$ cat config.mk
export PLATFORM = sky130hd
export DESIGN_NAME = mlp_cell
export DESIGN_NICKNAME = d
export VERILOG_FILES = /design/src/hw/rtl/mlp_pkg.sv /design/src/hw/rtl/mlp_cell.sv
export SDC_FILE = /design/constraint.sdc
export NUM_CORES = 1
export LEC_CHECK = 0
export BUFFER_PORTS_ARGS = -buffer_cell sky130_fd_sc_hd__buf_2
export CAP_MARGIN = 10
export CORE_UTILIZATION = 39
export CTS_CLUSTER_SIZE = 25
export DETAILED_ROUTE_END_ITERATION = 16
export PLACE_DENSITY = 0.83
export SYNTH_ARGS = -nofsm -noshare
export SYNTH_HDL_FRONTEND = slang
export SYNTH_SLANG_ARGS = --single-unit
$ cat constraint.sdc
create_clock -name clk -period 0.8 [get_ports clk]
set_clock_uncertainty 0.1 [all_clocks]
set_input_delay 0.04 -clock clk [delete_from_list [all_inputs] [get_ports clk]]
set_output_delay 0.04 -clock clk [all_outputs]
set_load 0.01 [all_outputs]
$ cat src/hw/rtl/mlp_pkg.sv
`default_nettype none
package mlp_pkg;

	localparam int ACC_W   = 40;
	localparam int VAL_W   = 16;
	localparam int PIX_W   = 8;
	localparam int IDX_W   = 4;
	localparam int SCORE_W = 32;
	localparam int SHIFT_W = 4;
	localparam logic [SHIFT_W-1:0] SHIFT_RESET = 4'd8;

	typedef enum logic [2:0] {
		OP_HW  = 3'd0,
		OP_HB  = 3'd1,
		OP_OW  = 3'd2,
		OP_OB  = 3'd3,
		OP_PIX = 3'd4
	} op_t;

	typedef enum logic [2:0] {
		ST_IDLE,
		ST_PIX,
		ST_ACT,
		ST_LOGIT,
		ST_DRAIN
	} seq_state_t;

	typedef enum logic [1:0] {
		PASS_PIX,
		PASS_ACT,
		PASS_LOGIT
	} pass_t;

	typedef struct packed {
		logic             v;
		pass_t            kind;
		logic             first_h;
		logic             last_h;
		logic             final_c;
		logic [IDX_W-1:0] cls;
	} tag_t;

endpackage
`default_nettype wire

$ cat src/hw/rtl/mlp_cell.sv
`default_nettype none
module mlp_cell (
	input  wire logic                      clk,
	input  wire logic                      arst_n,
	input  wire logic                      en,
	input  wire logic [mlp_pkg::ACC_W-1:0] d,
	output logic      [mlp_pkg::ACC_W-1:0] q
);
	import mlp_pkg::*;

	always_ff @(posedge clk or negedge arst_n) begin
		if (!arst_n) begin
			q <= '0;
		end else if (en) begin
			q <= d;
		end
	end
endmodule
`default_nettype wire

==> impl_metrics.csv, run 1 <==
group,metric,value,unit
clock_network,cts_buffer_depth,2,
yosys,netlist.top_cell.by_area,"sky130_fd_sc_hd__dfrtp_1",
floorplan,initial_utilization,40.9,%
pwr,sw_frac_of_total,23.2,%
floorplan,chipWidth,63.9,um
pwr,clock_power_share,29.1,%
worst_setup_path,path_cells,"buf_6 > buf_6",
clock_network,cts.htree.levels,2,
worst_setup_path,timing.setup.critical_path_class,"flop to output port",
yosys,synth_fp_nets,127,
floorplan,die_area,4090,um2
final_layout,multiInputGateArea,462,um2
global_routing,global_route_wire_length_before_repair,4.81,mm
floorplan,core_area,3660,um2
status,status,"finished with violations",
worst_setup_path,worstSetupEndpoint,"q[31]",
worst_setup_path,endpoint_kind,"output port",
worst_setup_path,crit_arrival,0.90,ns
pwr,irDropWorstVdd,0.00143,V
global_routing,largest_net_degree_at_the_start_of_global_routing,41,
sta,highest_clock_rate,0.960,GHz
final_layout,drive_above_1_share,75.7,%
final_layout,final_net_count,219,
floorplan,ios,83,
sta,final.period_utilization,130,%
worst_setup_path,path_common_cell,"sky130_fd_sc_hd__buf_6",
sta,hold_violations,40,
clock_network,clock_sink_count,40,
hold_path,hold_path_startpoint,"d[33]",
drt,final_antenna_net_count,0,
yosys,synth.yosys.seq_area_share,66.9,%
sta,grt_setup_unrepaired,"true",
worst_setup_path,reg2reg_depth,2,
yosys,synth_common_cells,"sky130_fd_sc_hd__dfrtp_1, sky130_fd_sc_hd__mux2_2, sky130_fd_sc_hd__buf_6",
sta,max_slew_headroom,86.1,%
clock_network,numCtsBuffers,5,
pwr,net-switching-power,1.03,mW
pwr,power-per-cell-area,2060,nW/um2
global_routing,gr-usage-all-layers,15.6,%
yosys,synthesis.area,1500,um2
placement,portBuffers,82,
drt,drt_iter0_markers,17,
final_layout,ff_latch_area,1000,um2
status,failed_checks,"negative hold slack, negative setup slack",
worst_setup_path,reg2reg_setup_slack,-0.21,ns
sta,postLayoutSetupSlackWorst,-0.241,ns
floorplan,placementRows,22,
yosys,number_of_warnings_printed_during_yosys_synthesis,0,
sta,period_needed,1.04,ns
worst_setup_path,critPathBufInv,2,
hold_path,worstHoldPathType,"input port to flop",
floorplan,die_height,63.9,um
placement,place.detailed.instances,215,
worst_setup_path,worst_setup_path_start_kind,"flop",
drt,drt-pass1-iter-count,2,
worst_setup_path,r2r_start,"q[31]$_DFFE_PN0P_",
yosys,async_reset_ff_share,100,%
worst_setup_path,startpoint,"q[31]$_DFFE_PN0P_",
pwr,cell_internal_pwr,3.39,mW
yosys,post_synth_inst_count,84,
yosys,synth.area.top_cells,"sky130_fd_sc_hd__dfrtp_1, sky130_fd_sc_hd__mux2_2, sky130_fd_sc_hd__buf_6",
yosys,syn-mean-instance-area,17.8,um2
clock_network,post_cts_hold_buffers,1,
job,maxCapViolCount,0,
worst_setup_path,crit-reg2reg-capture,"q[31]$_DFFE_PN0P_",
pwr,static-leakage-power,1.06,nW
final_layout,postLayoutCellArea,2140,um2
clock_network,clock_tree_from_tritoncts,"built",
final_layout,fill_cells,304,
pwr,power.share.combinational,18.2,%
yosys,synthDistinctLibCells,3,
clock_network,clk_pin_slew_worst_paths,0.07,ns
sta,setup_violations,80,
global_routing,vias_in_the_first_global_route,1064,
worst_setup_path,crit_cells,2,
drt,per_cell_via_count_in_the_routed_design,4.56,
worst_setup_path,worst-endpoint-required,0.66,ns
pwr,post-layout-total-power,4.42,mW
placement,pre_cts_slack,-0.155,ns
yosys,synth_edf_count,0,
final_layout,largest_register,"q",
pwr,share_seq_of_total_power,52.6,%
final_layout,reg_top3,"q: 40 flops",
global_routing,total_congestion_overflow_after_global_routing,0,
drt,drc_violations_left,0,
worst_setup_path,critical_path_peak_fanout,2,
sta,hold_slack,-0.111,ns
clock_network,clk_latency,0.28,ns
clock_network,clockRootBuffer,"sky130_fd_sc_hd__clkbuf_8",
placement,gpl.final_weighted_congestion,0.639,
worst_setup_path,cp_slowest_cell,"sky130_fd_sc_hd__dfrtp_1",
placement,placed_cell_area,2000,um2
final_layout,area_delta_synth_final,43.1,%
final_layout,largest_register_ff_count,40,
final_layout,antenna_cells_inserted,0,
drt,wirelength,2.88,mm
yosys,netlist.area_leader.share,66.9,%
yosys,synth_top_flop_cell,"sky130_fd_sc_hd__dfrtp_1",
yosys,ys_seq_elements,40,
sta,slew_violations,0,
drt,routed_wire_per_std_cell,12.8,um
worst_setup_path,largest_delay_share_family_worst_path,"flip-flops",
final_layout,finalNonFillerCells,225,
worst_setup_path,timing.critical_path.slowest_cell_delay,0.40,ns
global_routing,grt_antenna_before_repair,0,
drt,num_vias,1025,
sta,max_slew.worst_pin.slew,0.208,ns
placed cells by master (no fill, tap or decap), drive strengths merged:
cell         Yosys  layout
dfrtp           40      40
buf              4      88
dlygate4sd3      0       1
clkbuf           0       8
mux2            40      40
stage by stage:
stage / utilization (%) / setup TNS (ns) / hold slack, ns
6_report: 58.5 / -7.57 / -0.111
3_3_place_gp: 54.5 / -4.09 / -0.0820
2_1_floorplan: - / -2.78 / -0.356
5_1_grt: 58.5 / -10.11 / -0.128
4_1_cts: 57.8 / -8.12 / -0.119
3_5_place_dp: 54.5 / -5.32 / -0.0747
metal layers:
layer / track usage [%] / vias to the layer above / wire [um]
li1: - / 476 / -
met4: 7.67 / 0 / 51
met1: 17.5 / 499 / 1050
met2: 27.3 / 44 / 1610
met5: 0 / - / 0
met3: 4.11 / 6 / 168
final cells by class:
| class | instances | area share, % |
|---|---|---|
| clock buffer | 8 | 4.21 |
| multi-input combinational | 40 | 21.6 |
| timing repair buffer | 89 | 24.7 |
| tap | 48 | 2.80 |
| sequential | 40 | 46.7 |
logic make-up after synthesis:
family / Yosys count / share of synthesized area, %
buffers and inverters: 4 / 3.01
multiplexers: 40 / 30.1
flip-flops: 40 / 66.9
repair_timing:
item | CTS | global route
endpoints found under the hold margin | 80 | 40
setup buffers | 0 | 1
resized for setup | 4 | 4
endpoints found under the setup margin | 80 | 80
power by group through the flow:
| stage | combinational [mW] | clock, mW | sequential [mW] |
|---|---|---|---|
| 3_5_place_dp | 0.771 | 0 | 2.36 |
| 6_report | 0.806 | 1.29 | 2.33 |
| 2_1_floorplan | 0.255 | 0 | 2.46 |
| 5_1_grt | 0.867 | 1.45 | 2.35 |
| 4_1_cts | 0.796 | 1.35 | 2.33 |
| 3_3_place_gp | 0.744 | 0 | 2.35 |
worst min-delay path by stage:
stage,end,cells past startpoint
floorplan,q[0]$_DFFE_PN0P_,0
global route,q[21]$_DFFE_PN0P_,2
finish,q[33]$_DFFE_PN0P_,2
detailed placement,q[5]$_DFFE_PN0P_,2
global placement,q[2]$_DFFE_PN0P_,2
CTS,q[1]$_DFFE_PN0P_,2
(Power assumes the default switching activity.)
==> run 2: changes to the inputs <==
--- a/config.mk
+++ b/config.mk
@@ -6,7 +6,6 @@
 export NUM_CORES = 1
 export LEC_CHECK = 0
 export BUFFER_PORTS_ARGS = -buffer_cell sky130_fd_sc_hd__buf_2
-export CAP_MARGIN = 10
 export CORE_UTILIZATION = 39
 export CTS_CLUSTER_SIZE = 25
 export DETAILED_ROUTE_END_ITERATION = 16
==> constraint.sdc (replaced) <==
create_clock -name clk -period 0.8 [get_ports clk]
set_clock_uncertainty 0.1 [all_clocks]
set_input_delay 0.16 -clock clk [delete_from_list [all_inputs] [get_ports clk]]
set_output_delay 0.16 -clock clk [all_outputs]
set_load 0.01 [all_outputs]
==> run 2 against run 1 <==
  * The run ends with negative setup slack left
  * Maximum frequency decreased by 3.2%
  * Wire length increased by 4.2%
  * Hold slack improved by 0.12 ns
  * Critical endpoint is now q[1]
==> impl_metrics.csv, run 2 (same netlist as run 1, synthesis figures left out) <==
group,metric,value,unit
worst_setup_path,crit-reg2reg-capture,"q[8]$_DFFE_PN0P_",
clock_network,post_cts_hold_buffers,1,
sta,period_needed,1.08,ns
drt,per_cell_via_count_in_the_routed_design,4.61,
floorplan,placementRows,22,
final_layout,largest_register_ff_count,40,
placement,pre_cts_slack,-0.274,ns
final_layout,fill_cells,286,
worst_setup_path,crit_arrival,0.82,ns
status,failed_checks,"negative setup slack",
sta,hold_violations,0,
pwr,cell_internal_pwr,3.31,mW
worst_setup_path,timing.critical_path.slowest_cell_delay,0.39,ns
placement,portBuffers,82,
pwr,post-layout-total-power,4.37,mW
pwr,power-per-cell-area,2010,nW/um2
worst_setup_path,timing.setup.critical_path_class,"flop to output port",
final_layout,finish.utilization,59.4,%
worst_setup_path,critical_path_peak_fanout,2,
final_layout,layout_common_cells,"sky130_fd_sc_hd__buf_2, sky130_fd_sc_hd__dfrtp_1, sky130_fd_sc_hd__mux2_2",
sta,postLayoutSetupSlackWorst,-0.276,ns
pwr,power.share.combinational,19.5,%
pwr,net-switching-power,1.05,mW
sta,highest_clock_rate,0.929,GHz
floorplan,ios,83,
hold_path,worstHoldPathType,"input port to flop",
worst_setup_path,path_cells,"buf_2",
final_layout,ff_latch_area,1000,um2
hold_path,timing.hold.worst_path_depth,2,
worst_setup_path,largest_delay_share_family_worst_path,"flip-flops",
sta,max_slew_headroom,86.2,%
final_layout,finalNonFillerCells,231,
worst_setup_path,reg2reg_setup_slack,-0.18,ns
placement,place.detailed.instances,213,
drt,routed_wire_per_std_cell,13.0,um
status,status,"finished with violations",
global_routing,gr-usage-all-layers,16.4,%
floorplan,initial_utilization,40.9,%
drt,final_antenna_net_count,0,
final_layout,drive_above_1_share,77.0,%
final_layout,most_common_library_cell_in_the_layout_ignoring_fill_and_taps,"sky130_fd_sc_hd__buf_2",
sta,final.period_utilization,134,%
clock_network,clk_latency,0.28,ns
clock_network,numCtsBuffers,5,
global_routing,largest_net_degree_at_the_start_of_global_routing,41,
floorplan,die_height,63.9,um
worst_setup_path,cp_slowest_cell,"sky130_fd_sc_hd__dfrtp_1",
worst_setup_path,r2r_start,"q[8]$_DFFE_PN0P_",
hold_path,hold_path_end,"q[33]$_DFFE_PN0P_",
floorplan,core_area,3660,um2
drt,drt-pass1-iter-count,3,
drt,drt_iter0_markers,4,
pwr,irDropWorstVdd,0.00147,V
worst_setup_path,worst-endpoint-required,0.54,ns
job,maxCapViolCount,0,
final_layout,reg_top3,"q: 40 flops",
final_layout,final_net_count,226,
sta,slew_violations,0,
drt,drc_violations_left,0,
worst_setup_path,worst_setup_path_start_kind,"flop",
pwr,static-leakage-power,1.08,nW
sta,setup_violations,80,
worst_setup_path,startpoint,"q[1]$_DFFE_PN0P_",
placement,detailedPlacementHpwl,2.23,mm
final_layout,antenna_cells_inserted,0,
final_layout,multiInputGateArea,454,um2
sta,max_slew.worst_pin.slew,0.207,ns
global_routing,total_congestion_overflow_after_global_routing,0,
clock_network,clk_pin_slew_worst_paths,0.07,ns
clock_network,clock_sink_count,40,
clock_network,cts_buffer_depth,2,
clock_network,cts.htree.levels,2,
worst_setup_path,endpoint_kind,"output port",
worst_setup_path,critPathBufInv,1,
clock_network,clock_tree_from_tritoncts,"built",
pwr,sw_frac_of_total,24.1,%
floorplan,chipWidth,63.9,um
drt,wirelength,3.00,mm
drt,num_vias,1065,
placement,gpl.final_weighted_congestion,0.656,
pwr,share_seq_of_total_power,53.3,%
global_routing,grt_antenna_before_repair,0,
floorplan,die_area,4090,um2
sta,grt_setup_unrepaired,"true",
final_layout,area_delta_synth_final,45.2,%
global_routing,vias_in_the_first_global_route,1122,
final_layout,largest_register,"q",
worst_setup_path,reg2reg_depth,2,
pwr,clock_power_share,27.2,%
hold_path,hold_path_startpoint,"d[33]",
sta,setup_total_negative_slack,-13.44,ns
global_routing,global_route_wire_length_before_repair,4.96,mm
clock_network,clockRootBuffer,"sky130_fd_sc_hd__clkbuf_8",
-- run 2: cell types whose count changed in the layout (fill, tap and decap cells not counted), sizes merged --
cell,previous run,this run
buf,88,95
clkbuf,8,6
clkinv,0,1
-- run 2: through the flow --
step	hold slack [ns]	instance area, um2
global placement	0.0359	1980
global route	-0.00371	2170
CTS	-0.00261	2120
floorplan	-0.236	1500
finish	0.00816	2170
detailed placement	0.0432	1980
-- run 2: power groups by stage --
stage | logic (mW) | registers, mW | clock network, mW
finish | 0.850 | 2.33 | 1.19
floorplan | 0.255 | 2.46 | 0
global placement | 0.730 | 2.34 | 0
global route | 0.922 | 2.35 | 1.31
detailed placement | 0.760 | 2.36 | 0
CTS | 0.818 | 2.32 | 1.25
-- run 2: how the worst max path moves through the flow --
stage,endpoint,slack [ns],depth (start not counted)
after global placement,q[8]$_DFFE_PN0P_,-0.23,3
after CTS,q[9],-0.29,1
after global routing,q[38],-0.31,1
after floorplan,q[0]$_DFFE_PN0P_,-0.07,1
final,q[1],-0.28,1
after detailed placement,q[38]$_DFFE_PN0P_,-0.27,3
-- run 2: timing repair --
| action | in CTS | in global routing |
|---|---|---|
| endpoints found under the setup margin | 80 | 80 |
| setup buffers | 7 | 3 |
| gates resized for setup | 0 | 7 |
| hold endpoints to repair | 44 | 1 |
-- run 2: per-layer routing --
layer	GRT usage [%]	up-vias	part of all wire (%)
met1	16.6	528	37
met3	4.46	6	5.8
met5	0	-	0
met4	7.67	0	1.8
li1	-	488	-
met2	30.6	43	55
-- run 2: area by class of cell --
| type | count | share of cell area [%] |
|---|---|---|
| clock buffer | 6 | 3.34 |
| clock inverter | 1 | 0.230 |
| multi-input combinational | 40 | 20.9 |
| sequential | 40 | 46.1 |
| tap | 48 | 2.76 |
| timing repair buffer | 96 | 26.7 |
-- run 2: worst register-to-register path: cells and delay by family (launching register included) --
family | cells | cell delay, ns
buf+inv | 1 | 0.13
mux | 1 | 0.26
flops | 1 | 0.38
==> run 3: changes to the inputs <==
--- a/config.mk
+++ b/config.mk
@@ -9,7 +9,7 @@
 export CORE_UTILIZATION = 39
 export CTS_CLUSTER_SIZE = 25
 export DETAILED_ROUTE_END_ITERATION = 16
-export PLACE_DENSITY = 0.83
+export PLACE_DENSITY = 0.73
 export SYNTH_ARGS = -nofsm -noshare
 export SYNTH_HDL_FRONTEND = slang
 export SYNTH_SLANG_ARGS = --single-unit
==> run 3 against run 2 <==
  * The flow still finishes with violations (negative setup slack)
  * Utilization is 0.75 points lower
  * Power is 0.23% lower
  * Die area stayed put
  * Clock-buffer cell count stayed put
  * Global-route usage is 1.4 points lower
  * Via count is 3.9% lower
  * Design area is 1.3% lower
  * Sequential share of layout area is 0.59 points higher
  * Wire length is 4.5% lower
  * First-iteration DRC count grew to 7.5 times the previous value
  * Combinational power is 2.8% lower
==> impl_metrics.csv, run 3 (same netlist as run 1, synthesis figures left out) <==
group,metric,value,unit
sta,period_needed,1.07,ns
final_layout,layout_common_cells,"sky130_fd_sc_hd__buf_2, sky130_fd_sc_hd__dfrtp_1, sky130_fd_sc_hd__mux2_2",
floorplan,initial_utilization,40.9,%
drt,final_antenna_net_count,0,
sta,setup_total_negative_slack,-13.12,ns
pwr,static-leakage-power,1.08,nW
job,maxCapViolCount,0,
final_layout,postLayoutCellArea,2150,um2
sta,postLayoutSetupSlackWorst,-0.272,ns
floorplan,chipWidth,63.9,um
placement,placed_cell_area,1970,um2
floorplan,core_area,3660,um2
worst_setup_path,cp_slowest_cell,"sky130_fd_sc_hd__dfrtp_1",
final_layout,fill_cells,280,
clock_network,clockRootBuffer,"sky130_fd_sc_hd__clkbuf_8",
placement,portBuffers,82,
sta,max_slew_headroom,85.6,%
worst_setup_path,critPathBufInv,1,
worst_setup_path,reg2reg_depth,2,
clock_network,cts.htree.levels,2,
drt,per_cell_via_count_in_the_routed_design,4.47,
placement,pre_cts_slack,-0.281,ns
worst_setup_path,worst-endpoint-required,0.54,ns
worst_setup_path,critical_path_peak_fanout,2,
clock_network,numCtsBuffers,5,
worst_setup_path,worstSetupEndpoint,"q[36]",
worst_setup_path,crit_cells,1,
drt,drt_iter0_markers,30,
global_routing,grt_antenna_before_repair,0,
worst_setup_path,crit-reg2reg-capture,"q[36]$_DFFE_PN0P_",
floorplan,ios,83,
clock_network,post_cts_hold_buffers,1,
worst_setup_path,startpoint,"q[36]$_DFFE_PN0P_",
drt,num_vias,1023,
final_layout,final_net_count,224,
floorplan,die_height,63.9,um
sta,max_slew.worst_pin.slew,0.216,ns
sta,hold_violations,0,
placement,gpl.final_weighted_congestion,0.661,
worst_setup_path,timing.critical_path.slowest_cell_delay,0.39,ns
floorplan,die_area,4090,um2
clock_network,clk_pin_slew_worst_paths,0.07,ns
floorplan,placementRows,22,
worst_setup_path,reg2reg_setup_slack,-0.19,ns
final_layout,antenna_cells_inserted,0,
global_routing,global_route_wire_length_before_repair,4.56,mm
global_routing,vias_in_the_first_global_route,1026,
clock_network,cts_buffer_depth,2,
worst_setup_path,crit_arrival,0.81,ns
clock_network,clk_latency,0.28,ns
hold_path,worstHoldPathType,"input port to flop",
final_layout,area_delta_synth_final,43.4,%
placement,detailedPlacementHpwl,2.05,mm
worst_setup_path,path_cells,"buf_2",
pwr,power-per-cell-area,2030,nW/um2
final_layout,drive_above_1_share,76.8,%
worst_setup_path,timing.setup.critical_path_class,"flop to output port",
final_layout,multiInputGateArea,469,um2
worst_setup_path,r2r_start,"q[36]$_DFFE_PN0P_",
drt,drc_violations_left,0,
sta,hold_slack,0.00823,ns
final_layout,ff_latch_area,1000,um2
global_routing,gr-usage-all-layers,14.9,%
sta,final.period_utilization,134,%
sta,slew_violations,0,
status,failed_checks,"negative setup slack",
drt,wirelength,2.87,mm
final_layout,reg_top3,"q: 40 flops",
final_layout,largest_register_ff_count,40,
final_layout,most_common_library_cell_in_the_layout_ignoring_fill_and_taps,"sky130_fd_sc_hd__buf_2",
status,status,"finished with violations",
pwr,irDropWorstVdd,0.00100,V
worst_setup_path,largest_delay_share_family_worst_path,"flip-flops",
sta,highest_clock_rate,0.933,GHz
clock_network,clock_tree_from_tritoncts,"built",
sta,grt_setup_unrepaired,"true",
pwr,post-layout-total-power,4.36,mW
drt,routed_wire_per_std_cell,12.5,um
global_routing,total_congestion_overflow_after_global_routing,0,
worst_setup_path,endpoint_kind,"output port",
final_layout,largest_register,"q",
global_routing,largest_net_degree_at_the_start_of_global_routing,41,
drt,drt-pass1-iter-count,4,
clock_network,clock_sink_count,40,
hold_path,hold_path_startpoint,"d[12]",
sta,setup_violations,80,
worst_setup_path,worst_setup_path_start_kind,"flop",
run 3: cell types whose count changed in the layout (fill, tap and decap cells not counted), sizes merged:
cell	before	now
buf	95	93
run 3: metrics by stage:
step	cells	utilization, %
floorplan	84	-
global placement	213	53.8
detailed placement	213	53.8
CTS	227	57.5
global route	229	58.6
finish	229	58.6
run 3: how the worst min path moves through the flow:
stage / end / slack [ns] / cells after the start
floorplan: q[0]$_DFFE_PN0P_ / -0.24 / 0
global placement: q[1]$_DFFE_PN0P_ / 0.04 / 2
detailed placement: q[5]$_DFFE_PN0P_ / 0.05 / 2
CTS: q[36]$_DFFE_PN0P_ / -0.006 / 2
global route: q[24]$_DFFE_PN0P_ / -0.009 / 2
finish: q[12]$_DFFE_PN0P_ / 0.008 / 2
run 3: cell type report:
class / count / area share (%)
timing repair buffer: 94 / 25.1
clock buffer: 6 / 3.38
clock inverter: 1 / 0.233
sequential: 40 / 46.6
tap: 48 / 2.80
multi-input combinational: 40 / 21.9
run 3: repair_timing:
| action | CTS | global route |
|---|---|---|
| buffers inserted | 6 | 2 |
| endpoints found under the hold margin | 54 | 10 |
| gates cloned | 0 | 0 |
| endpoints found under the setup margin | 80 | 80 |
| resized for setup | 1 | 6 |
run 3: power by group:
part | internal [mW] | switching, mW | leakage [nW]
clock network | 0.592 | 0.613 | 0.0410
logic | 0.479 | 0.346 | 0.572
registers | 2.22 | 0.100 | 0.468
total | 3.30 | 1.06 | 1.08
run 3: layer usage:
layer / routed length, um / global-route usage (%) / vias up
met5: 0 / 0 / -
met4: 14 / 5.11 / 0
met3: 267 / 6.07 / 2
met2: 1320 / 23.5 / 67
met1: 1270 / 18.6 / 467
li1: - / - / 487
